File: config.mk
export PLATFORM = sky130hd
export DESIGN_NAME = ibus_frame_decoder
export DESIGN_NICKNAME = d
export VERILOG_FILES = /design/src/rtl/core/ifd_pkg.sv /design/src/rtl/core/ifd_ram.sv /design/src/rtl/core/ifd_front.sv /design/src/rtl/core/ifd_job_fifo.sv /design/src/rtl/core/ifd_back.sv /design/src/rtl/core/ibus_frame_decoder.sv
export SDC_FILE = /design/constraint.sdc
export NUM_CORES = 1
export LEC_CHECK = 0
export ABC_AREA = 1
export BUFFER_PORTS_ARGS = -buffer_cell sky130_fd_sc_hd__buf_2
export CAP_MARGIN = 20
export CORE_ASPECT_RATIO = 0.8
export CORE_UTILIZATION = 60
export CTS_CLUSTER_SIZE = 12
export DETAILED_ROUTE_END_ITERATION = 12
export PLACE_DENSITY = 0.86
export SYNTH_ARGS = -nofsm -noshare
export SYNTH_HDL_FRONTEND = slang
export SYNTH_SLANG_ARGS = --single-unit
File: constraint.sdc
create_clock -name clock -period 7.09 [get_ports clock]
set_input_delay 0.3545 -clock clock [delete_from_list [all_inputs] [get_ports clock]]
set_output_delay 0.3545 -clock clock [all_outputs]
set_load 0.02 [all_outputs]
File: src/rtl/core/ifd_pkg.sv
// ----------------------------------------------------------------------------
// ifd_pkg
// Shared constants and types of the receiver frame decoder.
// ----------------------------------------------------------------------------
package ifd_pkg;

   localparam int FRAME_BYTES   = 32;
   localparam int CHANNEL_SLOTS = 14;
   localparam int STORE_LEN     = FRAME_BYTES - 2;

   localparam logic [7:0]  START_BYTE = 8'h20;
   localparam logic [15:0] SUM_INIT   = 16'hFFFF;

   localparam logic [3:0]  LIVE_RESET = 4'd10;
   localparam logic [15:0] FILL_RESET = 16'd1000;

   // byte counter must hold STORE_LEN itself
   localparam int CNT_W      = $clog2(STORE_LEN + 1);
   // frame bytes are split over an even and an odd store
   localparam int HALF_DEPTH = (STORE_LEN + 1) / 2;
   localparam int HIDX_W     = $clog2(HALF_DEPTH);
   localparam int RAM_AW     = HIDX_W + 1;
   localparam int RAM_DEPTH  = 2 * (1 << HIDX_W);
   localparam int SLOT_W     = (CHANNEL_SLOTS > 1) ? $clog2(CHANNEL_SLOTS) : 1;
   localparam logic [SLOT_W-1:0] LAST_SLOT = SLOT_W'(CHANNEL_SLOTS - 1);

   localparam int CSR_IDX_W = 1;

   typedef enum logic [CSR_IDX_W-1:0] {
      CSR_LIVE_CHANNELS = 1'b0,
      CSR_FILL_VALUE    = 1'b1
   } csr_index_type;

   // checked frame handed from front to back
   typedef struct packed {
      logic drop;
      logic bank;
   } job_type;

   // write into the frame store, one byte a beat
   typedef struct packed {
      logic              en_even;
      logic              en_odd;
      logic [RAM_AW-1:0] addr;
      logic [7:0]        data;
   } store_wr_type;

   // back is done reading a bank
   typedef struct packed {
      logic valid;
      logic bank;
   } release_type;

   typedef struct packed {
      logic [3:0]  channel_index;
      logic [15:0] channel_value;
      logic        frame_drop;
      logic        last;
   } rsp_type;

endpackage

File: src/rtl/core/ifd_ram.sv
// ----------------------------------------------------------------------------
// ifd_ram
// Generic single write port, single read port RAM with registered read.
// ----------------------------------------------------------------------------
module ifd_ram #(
   parameter int WIDTH = 8,
   parameter int DEPTH = 32
) (
   input  logic                     clock,
   input  logic                     wr_en,
   input  logic [$clog2(DEPTH)-1:0] wr_addr,
   input  logic [WIDTH-1:0]         wr_data,
   input  logic                     rd_en,
   input  logic [$clog2(DEPTH)-1:0] rd_addr,
   output logic [WIDTH-1:0]         rd_data
);

   logic [WIDTH-1:0] mem_ff [DEPTH];
   logic [WIDTH-1:0] rd_data_ff;

   always_ff @(posedge clock) begin
      if (wr_en) begin
         mem_ff[wr_addr] <= wr_data;
      end
      if (rd_en) begin
         rd_data_ff <= mem_ff[rd_addr];
      end
   end

   assign rd_data = rd_data_ff;

endmodule

File: src/rtl/core/ifd_front.sv
// ----------------------------------------------------------------------------
// ifd_front
// Byte front end: start byte hunt, frame store writes, running checksum and
// the check itself. Hands one job per frame to the back end.
// ----------------------------------------------------------------------------
module ifd_front (
   input  logic                  clock,
   input  logic                  reset,
   input  logic                  req_push,
   output logic                  req_full,
   input  logic [7:0]            req_rx_byte,
   output ifd_pkg::store_wr_type store_wr,
   output ifd_pkg::job_type      job,
   output logic                  job_push,
   input  logic                  job_full,
   input  ifd_pkg::release_type  bank_release
);
   import ifd_pkg::*;

   typedef enum logic [1:0] {
      PH_IDLE,
      PH_DATA,
      PH_CK_LO,
      PH_CK_HI
   } phase_type;

   phase_type        phase_ff, phase_in;
   logic [CNT_W-1:0] count_ff, count_in;
   logic [15:0]      sum_ff, sum_in;
   logic [7:0]       ck_lo_ff, ck_lo_in;
   logic             bank_ff, bank_in;
   logic [1:0]       bank_busy_ff, bank_busy_in;
   logic             accept;
   logic [15:0]      ck_rx;
   logic [CNT_W-1:0] count_p1;

   // the bank being written must not still be read by the back end
   assign req_full = job_full | bank_busy_ff[bank_ff];
   assign accept   = req_push & ~req_full;
   assign ck_rx    = {req_rx_byte, ck_lo_ff};
   assign count_p1 = count_ff + CNT_W'(1);

   always_comb begin
      phase_in      = phase_ff;
      count_in      = count_ff;
      sum_in        = sum_ff;
      ck_lo_in      = ck_lo_ff;
      bank_in       = bank_ff;
      bank_busy_in  = bank_busy_ff;
      job_push      = 1'b0;
      job.drop      = 1'b0;
      job.bank      = bank_ff;
      store_wr.en_even = 1'b0;
      store_wr.en_odd  = 1'b0;
      store_wr.addr    = {bank_ff, count_ff[HIDX_W:1]};
      store_wr.data    = req_rx_byte;

      if (bank_release.valid) begin
         bank_busy_in[bank_release.bank] = 1'b0;
      end

      if (accept) begin
         unique case (phase_ff)
            PH_IDLE: begin
               if (req_rx_byte == START_BYTE) begin
                  store_wr.en_even = 1'b1;
                  store_wr.addr    = {bank_ff, {HIDX_W{1'b0}}};
                  count_in         = CNT_W'(1);
                  sum_in           = SUM_INIT - {8'h00, req_rx_byte};
                  phase_in         = PH_DATA;
               end
            end
            PH_DATA: begin
               store_wr.en_even = ~count_ff[0];
               store_wr.en_odd  = count_ff[0];
               sum_in           = sum_ff - {8'h00, req_rx_byte};
               count_in         = count_p1;
               if (count_p1 == CNT_W'(STORE_LEN)) begin
                  phase_in = PH_CK_LO;
               end
            end
            PH_CK_LO: begin
               ck_lo_in = req_rx_byte;
               phase_in = PH_CK_HI;
            end
            PH_CK_HI: begin
               job_push = 1'b1;
               job.drop = (ck_rx != sum_ff);
               if (ck_rx == sum_ff) begin
                  // good frame: lock its bank, move on to the other one
                  bank_busy_in[bank_ff] = 1'b1;
                  bank_in               = ~bank_ff;
               end
               phase_in = PH_IDLE;
            end
            default: begin
               phase_in = PH_IDLE;
            end
         endcase
      end
   end

   always_ff @(posedge clock) begin
      if (reset) begin
         phase_ff     <= PH_IDLE;
         count_ff     <= '0;
         sum_ff       <= SUM_INIT;
         ck_lo_ff     <= '0;
         bank_ff      <= 1'b0;
         bank_busy_ff <= '0;
      end else begin
         phase_ff     <= phase_in;
         count_ff     <= count_in;
         sum_ff       <= sum_in;
         ck_lo_ff     <= ck_lo_in;
         bank_ff      <= bank_in;
         bank_busy_ff <= bank_busy_in;
      end
   end

endmodule

File: src/rtl/core/ifd_job_fifo.sv
// ----------------------------------------------------------------------------
// ifd_job_fifo
// Two-entry queue of checked frames between the front and back ends.
// ----------------------------------------------------------------------------
module ifd_job_fifo (
   input  logic              clock,
   input  logic              reset,
   input  logic              push,
   input  ifd_pkg::job_type  push_job,
   output logic              full,
   input  logic              pop,
   output ifd_pkg::job_type  head,
   output logic              empty
);
   import ifd_pkg::*;

   job_type    entry_ff [2];
   logic       wr_ptr_ff, rd_ptr_ff;
   logic [1:0] count_ff, count_in;
   logic       do_push, do_pop;

   assign full    = (count_ff == 2'd2);
   assign empty   = (count_ff == 2'd0);
   assign do_push = push & ~full;
   assign do_pop  = pop & ~empty;
   assign head    = entry_ff[rd_ptr_ff];

   always_comb begin
      count_in = count_ff;
      if (do_push & ~do_pop) begin
         count_in = count_ff + 2'd1;
      end else if (do_pop & ~do_push) begin
         count_in = count_ff - 2'd1;
      end
   end

   always_ff @(posedge clock) begin
      if (do_push) begin
         entry_ff[wr_ptr_ff] <= push_job;
      end
      if (reset) begin
         wr_ptr_ff <= 1'b0;
         rd_ptr_ff <= 1'b0;
         count_ff  <= '0;
      end else begin
         if (do_push) begin
            wr_ptr_ff <= ~wr_ptr_ff;
         end
         if (do_pop) begin
            rd_ptr_ff <= ~rd_ptr_ff;
         end
         count_ff <= count_in;
      end
   end

endmodule

File: src/rtl/core/ifd_back.sv
// ----------------------------------------------------------------------------
// ifd_back
// Result back end: walks the channel slots of a good frame through the frame
// store, or emits the drop result, into a small result queue.
// Also holds the configuration registers.
// ----------------------------------------------------------------------------
module ifd_back (
   input  logic                       clock,
   input  logic                       reset,
   input  logic                       csr_valid,
   output logic                       csr_ready,
   input  logic [ifd_pkg::CSR_IDX_W-1:0] csr_index,
   input  logic [15:0]                csr_data,
   input  ifd_pkg::job_type           job,
   input  logic                       job_empty,
   output logic                       job_pop,
   output ifd_pkg::release_type       bank_release,
   output logic                       rd_en,
   output logic [ifd_pkg::RAM_AW-1:0] rd_addr,
   input  logic [7:0]                 rd_lo,
   input  logic [7:0]                 rd_hi,
   output logic                       rsp_empty,
   input  logic                       rsp_pop,
   output ifd_pkg::rsp_type           rsp
);
   import ifd_pkg::*;

   localparam logic [2:0] QDEPTH = 3'd4;

   logic [3:0]        live_ff;
   logic [15:0]       fill_ff;

   logic              busy_ff, busy_in;
   logic              bank_ff, bank_in;
   logic [SLOT_W-1:0] slot_ff, slot_in;

   // read stage, lines up with the registered store read
   logic              s1_valid_ff, s1_valid_in;
   logic              s1_drop_ff, s1_drop_in;
   logic [3:0]        s1_index_ff, s1_index_in;
   logic              s1_last_ff, s1_last_in;
   logic              s1_fill_ff, s1_fill_in;
   logic              s1_lo_ok_ff, s1_lo_ok_in;
   logic              s1_hi_ok_ff, s1_hi_ok_in;

   rsp_type           q_ff [4];
   logic [1:0]        q_wr_ff, q_rd_ff;
   logic [2:0]        q_count_ff, q_count_in;
   logic              q_push, q_pop;
   rsp_type           q_entry;

   logic              space;
   logic [7:0]        slot_w;
   logic [7:0]        lo_pos;
   logic [7:0]        slot_p1;

   assign csr_ready = 1'b1;

   always_ff @(posedge clock) begin
      if (reset) begin
         live_ff <= LIVE_RESET;
         fill_ff <= FILL_RESET;
      end else if (csr_valid) begin
         case (csr_index_type'(csr_index))
            CSR_LIVE_CHANNELS: live_ff <= csr_data[3:0];
            CSR_FILL_VALUE:    fill_ff <= csr_data;
            default: ;
         endcase
      end
   end

   // credit check: queued results plus the one in flight
   assign space   = ({1'b0, q_count_ff} + {3'b000, s1_valid_ff}) < {1'b0, QDEPTH};
   assign slot_w  = 8'(slot_ff);
   assign lo_pos  = (slot_w << 1) + 8'd2;
   assign slot_p1 = slot_w + 8'd1;
   assign rd_addr = {bank_ff, slot_p1[HIDX_W-1:0]};

   always_comb begin
      busy_in      = busy_ff;
      bank_in      = bank_ff;
      slot_in      = slot_ff;
      job_pop      = 1'b0;
      rd_en        = 1'b0;
      bank_release = '0;
      s1_valid_in  = 1'b0;
      s1_drop_in   = 1'b0;
      s1_index_in  = 4'(slot_ff);
      s1_last_in   = (slot_ff == LAST_SLOT);
      s1_fill_in   = (slot_w >= {4'h0, live_ff});
      s1_lo_ok_in  = (lo_pos < 8'(STORE_LEN));
      s1_hi_ok_in  = ((lo_pos + 8'd1) < 8'(STORE_LEN));

      if (busy_ff) begin
         if (space) begin
            rd_en       = 1'b1;
            s1_valid_in = 1'b1;
            slot_in     = slot_ff + SLOT_W'(1);
            if (slot_ff == LAST_SLOT) begin
               busy_in            = 1'b0;
               bank_release.valid = 1'b1;
               bank_release.bank  = bank_ff;
            end
         end
      end else if (~job_empty) begin
         if (job.drop) begin
            if (space) begin
               job_pop     = 1'b1;
               s1_valid_in = 1'b1;
               s1_drop_in  = 1'b1;
               s1_index_in = 4'h0;
               s1_last_in  = 1'b1;
            end
         end else begin
            job_pop = 1'b1;
            busy_in = 1'b1;
            bank_in = job.bank;
            slot_in = '0;
         end
      end
   end

   always_ff @(posedge clock) begin
      s1_drop_ff  <= s1_drop_in;
      s1_index_ff <= s1_index_in;
      s1_last_ff  <= s1_last_in;
      s1_fill_ff  <= s1_fill_in;
      s1_lo_ok_ff <= s1_lo_ok_in;
      s1_hi_ok_ff <= s1_hi_ok_in;
      bank_ff     <= bank_in;
      slot_ff     <= slot_in;
      if (reset) begin
         busy_ff     <= 1'b0;
         s1_valid_ff <= 1'b0;
      end else begin
         busy_ff     <= busy_in;
         s1_valid_ff <= s1_valid_in;
      end
   end

   always_comb begin
      q_entry.channel_index = s1_index_ff;
      q_entry.frame_drop    = s1_drop_ff;
      q_entry.last          = s1_last_ff;
      if (s1_drop_ff) begin
         q_entry.channel_value = 16'h0000;
      end else if (s1_fill_ff) begin
         q_entry.channel_value = fill_ff;
      end else begin
         // bytes past the stored frame read as zero
         q_entry.channel_value = {s1_hi_ok_ff ? rd_hi : 8'h00,
                                  s1_lo_ok_ff ? rd_lo : 8'h00};
      end
   end

   assign q_push    = s1_valid_ff;
   assign rsp_empty = (q_count_ff == 3'd0);
   assign q_pop     = rsp_pop & ~rsp_empty;
   assign rsp       = q_ff[q_rd_ff];

   always_comb begin
      q_count_in = q_count_ff;
      if (q_push & ~q_pop) begin
         q_count_in = q_count_ff + 3'd1;
      end else if (q_pop & ~q_push) begin
         q_count_in = q_count_ff - 3'd1;
      end
   end

   always_ff @(posedge clock) begin
      if (q_push) begin
         q_ff[q_wr_ff] <= q_entry;
      end
      if (reset) begin
         q_wr_ff    <= '0;
         q_rd_ff    <= '0;
         q_count_ff <= '0;
      end else begin
         if (q_push) begin
            q_wr_ff <= q_wr_ff + 2'd1;
         end
         if (q_pop) begin
            q_rd_ff <= q_rd_ff + 2'd1;
         end
         q_count_ff <= q_count_in;
      end
   end

endmodule

File: src/rtl/core/ibus_frame_decoder.sv
// ----------------------------------------------------------------------------
// ibus_frame_decoder
// Receiver serial frame decoder: checks each frame against its checksum and
// returns one word per channel slot, or a single drop beat on a bad frame.
//
//   channel  | handshake          | payload
//   ---------+--------------------+--------------------------------------------
//   req      | req_push/req_full  | req_rx_byte
//   rsp      | rsp_empty/rsp_pop  | rsp_channel_index, rsp_channel_value,
//            |                    | rsp_frame_drop, rsp_last
//   csr      | csr_valid/csr_ready| csr_index, csr_data
//
// One byte is taken per cycle while req_full is low. After the second
// checksum byte a good frame gives its 14 slot beats at one per cycle while
// the result queue has room; the rate is set by the one read port of the
// frame store. The store is double banked: req_full rises while the next
// bank is still being read, or while the two-entry job queue is full.
// Reset is synchronous; the frame store needs no clearing.
// ----------------------------------------------------------------------------
module ibus_frame_decoder (
   input  logic                          clock,
   input  logic                          reset,
   input  logic                          req_push,
   output logic                          req_full,
   input  logic [7:0]                    req_rx_byte,
   output logic                          rsp_empty,
   input  logic                          rsp_pop,
   output logic [3:0]                    rsp_channel_index,
   output logic [15:0]                   rsp_channel_value,
   output logic                          rsp_frame_drop,
   output logic                          rsp_last,
   input  logic                          csr_valid,
   output logic                          csr_ready,
   input  logic [ifd_pkg::CSR_IDX_W-1:0] csr_index,
   input  logic [15:0]                   csr_data
);
   import ifd_pkg::*;

   store_wr_type      store_wr;
   job_type           job_in, job_head;
   logic              job_push, job_full, job_pop, job_empty;
   release_type       bank_release;
   logic              rd_en;
   logic [RAM_AW-1:0] rd_addr;
   logic [7:0]        rd_lo, rd_hi;
   rsp_type           rsp;

   ifd_front u_front (
      .clock        (clock),
      .reset        (reset),
      .req_push     (req_push),
      .req_full     (req_full),
      .req_rx_byte  (req_rx_byte),
      .store_wr     (store_wr),
      .job          (job_in),
      .job_push     (job_push),
      .job_full     (job_full),
      .bank_release (bank_release)
   );

   ifd_job_fifo u_job_fifo (
      .clock    (clock),
      .reset    (reset),
      .push     (job_push),
      .push_job (job_in),
      .full     (job_full),
      .pop      (job_pop),
      .head     (job_head),
      .empty    (job_empty)
   );

   // even frame bytes carry the slot low byte, odd ones the high byte
   ifd_ram #(.WIDTH(8), .DEPTH(RAM_DEPTH)) u_store_even (
      .clock   (clock),
      .wr_en   (store_wr.en_even),
      .wr_addr (store_wr.addr),
      .wr_data (store_wr.data),
      .rd_en   (rd_en),
      .rd_addr (rd_addr),
      .rd_data (rd_lo)
   );

   ifd_ram #(.WIDTH(8), .DEPTH(RAM_DEPTH)) u_store_odd (
      .clock   (clock),
      .wr_en   (store_wr.en_odd),
      .wr_addr (store_wr.addr),
      .wr_data (store_wr.data),
      .rd_en   (rd_en),
      .rd_addr (rd_addr),
      .rd_data (rd_hi)
   );

   ifd_back u_back (
      .clock        (clock),
      .reset        (reset),
      .csr_valid    (csr_valid),
      .csr_ready    (csr_ready),
      .csr_index    (csr_index),
      .csr_data     (csr_data),
      .job          (job_head),
      .job_empty    (job_empty),
      .job_pop      (job_pop),
      .bank_release (bank_release),
      .rd_en        (rd_en),
      .rd_addr      (rd_addr),
      .rd_lo        (rd_lo),
      .rd_hi        (rd_hi),
      .rsp_empty    (rsp_empty),
      .rsp_pop      (rsp_pop),
      .rsp          (rsp)
   );

   assign rsp_channel_index = rsp.channel_index;
   assign rsp_channel_value = rsp.channel_value;
   assign rsp_frame_drop    = rsp.frame_drop;
   assign rsp_last          = rsp.last;

endmodule
==> results.cfg, run 1 <==
[setup_path]
slowest_delay_ns = 0.81
crit_slowest_cell = buf_4
path_cells = buf_4, buf_4, inv_6, buf_4, buf_16, nor2_1, nor2_1, o21ai_0, o21ai_1, nand2_1, nand3_1, nand3_1, nand2_1
crit_arrival_ns = 4.50
crit_start = u_back.slot_ff[0]
path_max_fanout = 98
crit_top_cell = buf_4
worst_ep_required_time_ns = 7.41
r2r_cells = 13
cp-start-kind = flop
end_kind = flop
r2r_start = u_back.slot_ff[0]
crit_type = reg -> reg

[timing]
setup_violations = 0
hold_violations = 0
fin_crit_sh = 0.590
tns_ns = 0
min_period_ns = 4.18
tightestPinTransition_ns = 1.18
worst_clock_skew_ns = 0.0265
rsz0062_at_grt = no
drv_slew = 0
fmax_mhz = 239
relSlewSlack = 0.210

[floorplanning]
num_io_pins = 55
fp.dieH_um = 199
rows = 71
die_w_um = 248
fp.dieArea_um2 = 49300
start_util = 0.613
fp.coreArea_um2 = 47400

[power]
combPwrFrac = 0.357
p_per_area_nw_per_um2 = 401
p_total_mw = 12.8
sw_frac_of_total = 0.381
internal-power_mw = 7.94
seqPwrFrac = 0.385
pwr-share-clk = 0.258
peakVddDrop_uv = 310
p_leak_nw = 11.1
p_switching_mw = 4.89

[route]
first_pass_iters = 10
antenna_left = 0
avgRoutedWirePerCell_um = 21.9
drcViolationCount = 0
vias = 20900
drtIter0Drc = 3234
wirelength_mm = 72.2
vias_per_cell = 6.33

[final_layout]
final_net_count = 2706
drive_gt1_frac = 0.0828
final_common_cell = edfxtp_1
fillers = 3141
fin_cells = 3300
antennaDiodeCount = 0
syn_to_final_growth_pct = 10.0
final_cell_mix = edfxtp_1 (625), nor2_1 (500), o21ai_0 (393)

[grt]
grt_usage = 0.291
grt_first_pass_wirelength_mm = 109
grt_overflow = 0
antenna_found_initial = 3
grt_pass1_vias = 19900
grt_max_degree = 117

[place]
port_buffers = 53
gp_congestion = 0.893
dp.cells = 3153
dp_hpwl_mm = 41.2

[min_path]
min_path_type = in -> reg
hold_depth = 3
hp-start = csr_data[3]

[run_status]
status = complete, no violations

[yosys]
avgSynthCellArea_um2 = 11.2
synthFlopType = edfxtp_1
synth_nets = 2660
synth_edf_count = 625
syn-cell-area_um2 = 29100
synth.distinct_cells = 38
seq_area_frac_synth = 0.699
synthCells = 2602
yosys_warnings = 0
ys_ff_latch = 703
ys_async_sr_fraction = 0

[clock_tree]
cts_made_buffers = 69
worstSkewPairLatency_ns = 0.60
htreeDepth = 3
cts_setup_buffers = 0
cts.path.max_buffers = 3
cts.sinks = 703
cts_tree = yes
path_clk_slew_ns = 0.06
cts-root-buf = clkbuf_16

[flow_run]
max-cap-violations = 0
[state kept, by name, indices dropped and copies added, names as in the netlist, 5 cells and up, named ones only]
signal	flops
u_back.fill_ff	16
u_back.q_ff	88
u_front.ck_lo_ff	8
u_front.count_ff	5
u_front.sum_ff	16
u_store_even.mem_ff	256
u_store_even.rd_data	8
u_store_odd.mem_ff	256
u_store_odd.rd_data	8
[metrics by stage]
step | hold slack [ns] | setup WS [ns] | instance area, µm² | util
after floorplan | 0.426 | 4.73 | 29100 | -
after global placement | 0.438 | 2.86 | 29600 | 0.625
after detailed placement | 0.455 | 3.08 | 29700 | 0.627
after CTS | 0.000698 | 3.05 | 31700 | 0.668
after global routing | 0.0209 | 2.68 | 32000 | 0.674
final | 0.0148 | 2.91 | 32000 | 0.674
[area by class of cell]
type	count	area (µm²)	share of cell area
clock inverter	7	60.1	0.00188
clock buffer	96	1870	0.0585
inverter	92	350	0.0110
sequential	703	20300	0.636
timing repair buffer	128	881	0.0275
tap	620	776	0.0243
multi-input combinational	1654	7720	0.241
[final timing paths]
check / to / slack [ns]
max: u_store_odd.rd_data[6] / 2.91
min: u_back.fill_ff[3] / 0.01
max reg2reg: u_store_odd.rd_data[6] / 2.91
min reg2reg: flop / 0.46
[power by group through the flow]
stage	Clock (mW)	Combinational, mW	Sequential, mW
3_5_place_dp	0	4.35	5.02
6_report	3.31	4.58	4.94
2_1_floorplan	0	3.07	4.96
4_1_cts	3.30	4.42	4.94
5_1_grt	3.45	5.01	4.95
3_3_place_gp	0	4.16	5.01
[Yosys cell counts, drive strengths merged (3+ instances only)]
master	n	share of area
nand3	148	0.026
buf	73	0.014
nor2	502	0.065
edfxtp	625	0.65
xor2	19	0.0060
o21ai	464	0.080
dfxtp	78	0.054
inv	91	0.012
ha	26	0.011
nor3	68	0.012
nand4	10	0.0022
clkbuf	80	0.010
nand2	312	0.041
o211ai	9	0.0023
a21oi	60	0.010
xnor2	3	0.00090
o22ai	22	0.0047
[worst max-delay path: cells and delay by family, from the launching register on]
kind | cells | cell delay (ns)
AOI/OAI and AO/OA | 2 | 0.30
buffers and inverters | 5 | 2.37
DFF | 1 | 0.39
and+or+nand+nor | 6 | 0.67
[timing repair]
item                                   4_1_cts  5_1_grt
endpoints found under the hold margin        5        0
hold buffers                                 5        0
gates resized for setup                      0        0
[kinds of logic (layout without fill, tap and decap cells)]
logic type	count (synthesis)	in the layout	synth area share
compound gates	558	558	0.0983
buf+inv	245	323	0.0358
fa+ha+maj	28	28	0.0126
simple gates	1044	1044	0.147
flops	703	703	0.699
mux	1	1	0.000387
xor+xnor	22	22	0.00689
other cells	1	1	0.000129
[layer usage]
| layer | global-route usage | up-vias | wire length, µm |
|---|---|---|---|
| met2 | 0.459 | 1449 | 33800 |
| met1 | 0.393 | 9973 | 27000 |
| met3 | 0.0646 | 240 | 8740 |
| met5 | 0 | - | 13 |
| li1 | - | 9211 | - |
| met4 | 0.121 | 2 | 2680 |
(Power assumes the default switching activity.)
==> run 2: changes to the inputs <==
ABC_AREA = 0   (was 1)
clock period = 4 ns   (was 7.09 ns; I/O delays follow)
==> results.cfg, run 2 <==
[run_status]
status = complete, no violations

[route]
avgRoutedWirePerCell_um = 29.2
first_pass_iters = 6
antenna_left = 0
drcViolationCount = 0
wirelength_mm = 67.1
vias = 15700
vias_per_cell = 6.83
drtIter0Drc = 2167

[final_layout]
fin_area_um2 = 31400
final_cell_mix = edfxtp_1 (625), mux4_2 (166), nor2_1 (103)
final_common_cell = edfxtp_1
top_regs = u_store_even.mem_ff: 256 flops, u_store_odd.mem_ff: 256 flops, u_back.q_ff: 88 flops
drive_gt1_frac = 0.217
syn_to_final_growth_pct = 11.9
final_net_count = 1709

[place]
port_buffers = 53
placedInstanceArea_um2 = 29200
gp_congestion = 0.857
dp_hpwl_mm = 40.7

[grt]
antenna_found_initial = 6
grt_max_degree = 68
grt_usage = 0.288
grt_overflow = 0
grt_pass1_vias = 15700
grt_first_pass_wirelength_mm = 100

[setup_path]
worst_ep_required_time_ns = 4.21
path_cells = mux2i_1, nand3_1, nor3_1, nand3_1, nor2_1
crit_type = reg -> reg
end_kind = flop
slowest_delay_ns = 0.84
crit_slowest_cell = nor2_1
crit_arrival_ns = 3.38
cp-start-kind = flop
crit_top_cell = nand3_1
path_max_fanout = 10

[yosys]
ys_async_sr_fraction = 0
yosys_warnings = 0
synthCells = 1533
synthFlopType = edfxtp_1
synth_nets = 1591
ys_ff_latch = 703
synth_largest_area_cell = edfxtp_1
synth_edf_count = 625
synth_top_area_frac = 0.669
avgSynthCellArea_um2 = 18.3
synth.distinct_cells = 64
synth.most_common_cell = edfxtp_1
yosys-top-cells-count = edfxtp_1 (625), mux4_2 (166), nor2_1 (103)
syn-cell-area_um2 = 28100
seq_area_frac_synth = 0.725
ys_top_cells_by_area = edfxtp_1 (67%), mux4_2 (13%), dfxtp_1 (5.6%), mux2i_1 (1.4%), nor2_1 (1.4%)

[timing]
fmax_mhz = 316
tightestPinTransition_ns = 1.12
tns_ns = 0
worst_clock_skew_ns = 0.0260
min_period_ns = 3.17
setup_violations = 0
relSlewSlack = 0.254
hold_violations = 0
fin_crit_sh = 0.792
timing.hold.ws_ns = 0.130
rsz0062_at_grt = no
drv_slew = 0

[clock_tree]
cts.sinks = 703
path_clk_slew_ns = 0.06
post_cts_resized = 0
cts-root-buf = clkbuf_16
cts_made_buffers = 70
cts_tree = yes
hold_buffers = 17
htreeDepth = 3
cts_setup_buffers = 0
worstSkewPairLatency_ns = 0.61
cts.path.max_buffers = 3

[power]
p_leak_nw = 10.3
peakVddDrop_uv = 444
p_per_area_nw_per_um2 = 587
p_total_mw = 18.4

[min_path]
min_path_type = in -> reg

[floorplanning]
fp.dieArea_um2 = 47600
fp.coreArea_um2 = 45900
die_w_um = 244
fp.dieH_um = 195
rows = 70
start_util = 0.611
num_io_pins = 55

[flow_run]
max-cap-violations = 0
## run 2: changes by cell type after synthesis, moves of 22 or more
cell      delta
a21oi_1     -22
o21ai_0    -378
nor2_1     -398
nor3_1      -43
clkbuf_1    -42
mux2i_1     +39
nand3_1    -107
o21ai_1     -69
nand2_1    -238
inv_1       -58
mux4_2     +166
## run 2: layout make-up
| cell class | count | area (µm²) |
|---|---|---|
| sequential | 703 | 20300 |
| fill | 2774 | 14500 |
| multi-input combinational | 726 | 7300 |
| clock buffer | 98 | 1920 |
| timing repair buffer | 121 | 871 |
| tap | 612 | 766 |
| inverter | 29 | 109 |
| clock inverter | 7 | 83.8 |
| antenna | 1 | 2.50 |
## run 2: layer usage
layer  global-route usage  share of wire
met5                    0        0.00037
met3               0.0632           0.11
met4               0.0905          0.032
met2                0.453           0.48
met1                0.409           0.38
## run 2: path summary, 6_finish.rpt
kind         slack (ns)  cells after the start          startpoint                         to
min                0.13                      4           csr_index          u_back.live_ff[0]
max reg2reg        0.83                      5     u_front.bank_ff  u_store_odd.mem_ff[23][1]
min reg2reg        0.47                      2  u_back.fill_ff[11]         u_back.fill_ff[11]
max                0.83                      5     u_front.bank_ff  u_store_odd.mem_ff[23][1]
## run 2: power breakdown
| part | switching (mW) | leakage, nW | internal (mW) |
|---|---|---|---|
| combinational | 2.08 | 3.02 | 1.64 |
| sequential | 0.266 | 6.28 | 8.42 |
| clock | 2.63 | 0.968 | 3.39 |
| total | 4.98 | 10.3 | 13.5 |
## run 2: cells by family (layout without fill, tap and decap cells)
family	after synthesis	count (layout)	share of synthesized area
xor gates and xnor gates	30	30	0.00963
other	1	2	0.000134
buffers and inverters	104	255	0.0165
adders and majority gates	29	29	0.0134
muxes	206	206	0.148
AOI/OAI and AO/OA	143	143	0.0339
DFF	703	703	0.725
and+or+nand+nor	317	317	0.0541
## run 2: through the flow
step | util | setup WS [ns] | cells
floorplan | - | 1.50 | 1533
global placement | 0.635 | 0.636 | 2169
detailed placement | 0.635 | 0.464 | 2171
CTS | 0.683 | 0.946 | 2293
global route | 0.684 | 0.751 | 2296
finish | 0.684 | 0.833 | 2297
## run 2: critical path: cells and delay by family (launching register included)
kind | cells | cell delay (ns)
AND/OR/NAND/NOR | 4 | 2.13
flip-flops | 1 | 0.34
multiplexers | 1 | 0.30
